## config.mk

```make
export PLATFORM = sky130hd
export DESIGN_NAME = scl_cdiv
export DESIGN_NICKNAME = d
export VERILOG_FILES = /design/src/scl_pkg.sv /design/src/scl_cdiv.sv
export SDC_FILE = /design/constraint.sdc
export NUM_CORES = 1
export LEC_CHECK = 0
export BUFFER_PORTS_ARGS = -buffer_cell sky130_fd_sc_hd__buf_2
export CAP_MARGIN = 30
export CORE_ASPECT_RATIO = 0.9
export CORE_MARGIN = 5
export CORE_UTILIZATION = 55
export CTS_CLUSTER_DIAMETER = 80
export CTS_CLUSTER_SIZE = 24
export DETAILED_ROUTE_END_ITERATION = 8
export GPL_ROUTABILITY_DRIVEN = 0
export MAX_ROUTING_LAYER = met4
export PLACE_DENSITY = 0.69
export SYNTH_ARGS = -nofsm -noshare
export SYNTH_HDL_FRONTEND = slang
export SYNTH_SLANG_ARGS = --single-unit
```

## constraint.sdc

```tcl
create_clock -name clk -period 7.91 [get_ports clk]
set_clock_uncertainty 0.15 [all_clocks]
set_input_delay 0.791 -clock clk [delete_from_list [all_inputs] [get_ports clk]]
set_output_delay 0.791 -clock clk [all_outputs]
set_load 0.005 [all_outputs]
```

## src/scl_pkg.sv

```systemverilog
// ============================================================================
// scl_pkg
// Shared types and fixed constants of the sine/cosine table interpolator.
// ============================================================================
`timescale 1ns / 1ps
`default_nettype none

package scl_pkg;

  // Field widths
  localparam int ANGLE_W = 32;
  localparam int VALUE_W = 18;
  localparam int FRAC_W  = 16;

  // Angle period in Q16.16: 2*pi*65536, truncated
  localparam longint unsigned PERIOD = 64'd411774;
  localparam int              A_W    = $clog2(PERIOD);

  // Offset-binary angle plus WRAP_OFFS equals angle + k*PERIOD, never negative
  localparam int              U_W       = ANGLE_W + 1;
  localparam longint unsigned WRAP_K    = ((64'd1 << (ANGLE_W - 1)) + PERIOD - 64'd1) / PERIOD;
  localparam longint unsigned WRAP_OFFS = WRAP_K * PERIOD - (64'd1 << (ANGLE_W - 1));

  // Interpolation datapath widths
  localparam int W_W    = 17;                 // weight, up to a bit above 1.0
  localparam int PROD_W = 2 * VALUE_W;
  localparam int SUM_W  = VALUE_W + 2;

  localparam int ONE_Q16 = 65536;

  typedef logic signed [ANGLE_W-1:0] angle_t;
  typedef logic signed [VALUE_W-1:0] value_t;
  typedef logic        [W_W-1:0]     weight_t;
  typedef logic signed [PROD_W-1:0]  prod_t;
  typedef logic signed [SUM_W-1:0]   sum_t;

endpackage

`default_nettype wire

```

## src/scl_cdiv.sv

```systemverilog
// ============================================================================
// scl_cdiv
// Three-stage divider by a constant: reciprocal multiply, back-multiply and
// subtract, one correction step. Carries a sideband word along.
// ============================================================================
`timescale 1ns / 1ps
`default_nettype none

module scl_cdiv #(
  parameter int              XW  = 32,
  parameter longint unsigned DIV = 64'd402,
  parameter int              QW  = 8,
  parameter int              SW  = 1
) (
  input  logic                    clk,
  input  logic                    rst_n,
  input  logic                    en,
  input  logic                    v_i,
  input  logic [XW-1:0]           x_i,
  input  logic [SW-1:0]           side_i,
  output logic                    v_o,
  output logic [QW-1:0]           q_o,
  output logic [$clog2(DIV)-1:0]  r_o,
  output logic [SW-1:0]           side_o
);
  import scl_pkg::*;

  localparam int              RW  = $clog2(DIV);
  // floor(2^XW / DIV): estimate is the quotient or one below it
  localparam longint unsigned MR  = (64'd1 << XW) / DIV;
  localparam int              MRW = $clog2(MR + 64'd1);
  localparam int              PW  = XW + MRW;

  logic          v1_r, v2_r, v3_r;
  logic [XW-1:0] x1_r;
  logic [SW-1:0] s1_r, s2_r, s3_r;
  logic [PW-1:0] prod1_r, prod1_nxt;
  logic [MRW-1:0] q2_r, q2_nxt, q3_r, q3_nxt;
  logic [RW:0]    r2_r, r2_nxt;
  logic [RW-1:0]  r3_r, r3_nxt;
  logic [XW-1:0]  back_mul;
  logic [XW-1:0]  rem_full;
  logic           fix;

  // Stage 1: reciprocal product
  assign prod1_nxt = PW'(x_i) * PW'(MR);

  // Stage 2: quotient estimate and remainder below twice the divisor
  assign q2_nxt   = prod1_r[XW +: MRW];
  assign back_mul = XW'(q2_nxt) * XW'(DIV);
  assign rem_full = x1_r - back_mul;
  assign r2_nxt   = rem_full[RW:0];

  // Stage 3: one correction step
  assign fix    = (r2_r >= (RW+1)'(DIV));
  assign q3_nxt = fix ? q2_r + MRW'(1) : q2_r;
  assign r3_nxt = fix ? RW'(r2_r - (RW+1)'(DIV)) : RW'(r2_r);

  // Valid bits
  always_ff @(posedge clk) begin
    if (!rst_n) begin
      v1_r <= 1'b0;
      v2_r <= 1'b0;
      v3_r <= 1'b0;
    end else if (en) begin
      v1_r <= v_i;
      v2_r <= v1_r;
      v3_r <= v2_r;
    end
  end

  // Payload
  always_ff @(posedge clk) begin
    if (en) begin
      x1_r    <= x_i;
      s1_r    <= side_i;
      prod1_r <= prod1_nxt;
      q2_r    <= q2_nxt;
      r2_r    <= r2_nxt;
      s2_r    <= s1_r;
      q3_r    <= q3_nxt;
      r3_r    <= r3_nxt;
      s3_r    <= s2_r;
    end
  end

  assign v_o    = v3_r;
  assign q_o    = QW'(q3_r);
  assign r_o    = r3_r;
  assign side_o = s3_r;

  // Reciprocal estimate is never more than one short
  a_est_range: assert property (@(posedge clk) disable iff (!rst_n)
    v2_r |-> ({1'b0, r2_r} < (RW+2)'(2 * DIV)))
    else $error("scl_cdiv: remainder estimate out of range");

  // Corrected remainder lies below the divisor
  a_rem_range: assert property (@(posedge clk) disable iff (!rst_n)
    v3_r |-> ({1'b0, r3_r} < (RW+1)'(DIV)))
    else $error("scl_cdiv: remainder not below divisor");

endmodule

`default_nettype wire

```

==> run metrics <==
Slew @ Worst Pin=0.742 ns; Horiz. Die Dim=169 µm; Startpoint Class=input port; Tcrit/Tclk final=84.6%; fin util=60.2%; Critical Path AT=6.61 ns; Final min period=6.69 ns; die area=25900 µm²; Synth Cell Area=12500 µm²; H-tree levels=3; Starting Density=55.7%; post-cts repair resize count=0; CP max FO=5; hold bufs inserted after CTS=0; end of the critical path=prod1_r[37]$_DFFE_PP_; antenna violations before repair=0; ys async rst share=0%; most common cell after layout, fill and taps aside=inv_1; buffers added on ports=55; antenna cells=0; setup TNS=0 ns; Post-synth EDFFs=57; yosys warns=0; Synth top area share=35.5%; Synth cell types=48; largest net degree at the start of global routing=61; syn nets=1713; GRT Util Overall=23.2%; vias per cell=5.03; placed cells=1554; Routed wire per std cell=17.5 µm; clk buf depth=2; total CTS buffers=9; reg-to-reg slack, setup=4.36 ns; nature of the critical path endpoint=flip-flop; Seq/Total Area, Yosys=14.2%; max cap viols=0; Setup violations, final=0; # nets final=1779; commonest non-fill, non-tap cells in the layout=450 x inv_1, 252 x ha_1, 222 x fa_1; RSZ-0062 raised after global routing=false; core area=22400 µm²; Post-CTS Setup Bufs=0; final max-slew violation count=0; Reg2Reg Depth=12; Worst slew margin=50.5%; Min Hold Slack=0.267 ns; TritonCTS clock tree=built; achievable frequency=0.149 GHz; worst r2r src=prod1_r[33]$_DFFE_PP_; Hold Path Class=flip-flop to flip-flop; First DRT Iteration DRCs=408; layout cells sized above 1=5.97%; hold_sp=s1_r$_DFFE_PP_; FF-to-FF End=r2_r[9]$_DFFE_PP_; cell accounting for the most synthesized area=fa_1; kind of critical path=input port to flip-flop; CP Launch Point=x_i[22]; # DRC=0; Synth Register Bits=60; Synth Area per Inst=10.4 µm²; clock root cell=clkbuf_16; global route total overflow=0; die height=153 µm; fin cells=1570; Synth Flop Type=edfxtp_1; clock sink count=60; Req. time, crit path=7.83 ns; DP HPWL=24.5 mm; synth top area cells=fa_1 36%, ha_1 25%, edfxtp_1 14%; CTS clk-pin slew, worst paths=0.05 ns; Hold Vio Cnt, Final=0; 1st-pass router iterations=5; Ports=56; Area growth, synth to finish=8.02%; vias in the first global route=8624; DRT antenna net count=0; first-pass GRT wire length=45.2 mm; Worst-Skew Late Latency=0.32 ns; Vias=7900; post-synthesis cell count=1202; WL final=27.4 mm; # rows=52; status=finished, final reports clean
[stage by stage]
step | instance area [µm²] | worst slack [ns]
2_1_floorplan | 12500 | 1.53
3_3_place_gp | 13200 | 1.03
3_5_place_dp | 13200 | 0.910
4_1_cts | 13500 | 1.26
5_1_grt | 13500 | 0.863
6_report | 13500 | 1.22
[logic make-up (layout without fill, tap and decap cells)]
family,Yosys count,count (layout),synth area share (%)
AOI/OAI and AO/OA,74,74,4.07
xor gates and xnor gates,51,51,3.57
adders and majority gates,474,474,60.8
buffers and inverters,451,522,13.5
DFF,60,60,14.2
muxes,5,5,0.410
and+or+nand+nor,87,87,3.46
[final cells by class]
type | count | area (µm²)
Sequential cell | 60 | 1770
Fill cell | 1885 | 8940
Inverter | 450 | 1690
Clock inverter | 4 | 95.1
Timing Repair Buffer | 56 | 283
Clock buffer | 12 | 256
Multi-Input combinational cell | 691 | 9040
Tap cell | 297 | 372
[synth_stat cells (2+ instances only)]
master,n
inv_1,450
ha_1,252
fa_1,222
edfxtp_1,57
xnor2_1,37
nand2_1,27
a21oi_1,19
nor2_1,15
xor2_1,14
a21o_1,11
o21ai_0,11
nand3_1,9
nor3_1,6
nand2b_1,5
nand4_1,5
nor2b_1,5
or3_1,5
a211oi_1,4
mux2i_1,4
and3_1,3
dfxtp_1,3
o211ai_1,3
o21a_1,3
a31o_1,2
a31oi_1,2
nor3b_1,2
o2111ai_1,2
o21ai_1,2
o21bai_1,2
or2_2,2
[worst min-delay path by stage]
stage | to | slack (ns) | cells after the start
after global routing | side_o$_DFFE_PP_ | 0.28 | 0
after detailed placement | side_o$_DFFE_PP_ | 0.26 | 0
after floorplan | r2_r[0]$_DFFE_PP_ | 0.25 | 0
after CTS | s2_r$_DFFE_PP_ | 0.27 | 0
after global placement | side_o$_DFFE_PP_ | 0.25 | 0
final | s2_r$_DFFE_PP_ | 0.27 | 0
[critical path, stage by stage]
cell	delay [ns]
buf_2	0.15
ha_1	0.34
inv_1	0.08
fa_1	0.50
fa_1	0.49
inv_1	0.05
fa_1	0.55
fa_1	0.45
fa_1	0.61
inv_1	0.08
fa_1	0.53
inv_1	0.04
ha_1	0.31
a21oi_1	0.28
a21boi_0	0.13
a211oi_1	0.40
o22ai_1	0.17
or3_1	0.40
a21oi_1	0.18
xnor2_1	0.08
[registers in the layout, indices dropped and copies added (netlist names)]
| name | count |
|---|---|
| x1_r | 10 |
| v_o | 1 |
| r_o | 9 |
| prod1_r | 9 |
| s2_r | 1 |
| s1_r | 1 |
| v2_r | 1 |
| q3_r | 8 |
| side_o | 1 |
| r2_r | 10 |
| q2_r | 8 |
| v1_r | 1 |
[layer usage]
metal,track usage (%),routed length (µm)
met5,-,0
met4,5.91,596
met3,6.20,2170
met2,34.7,12300
met1,31.8,12300
Power is left out: the tool's default activity adds up to more than one toggle a clock period on the data nets, which glitch-free logic cannot reach.
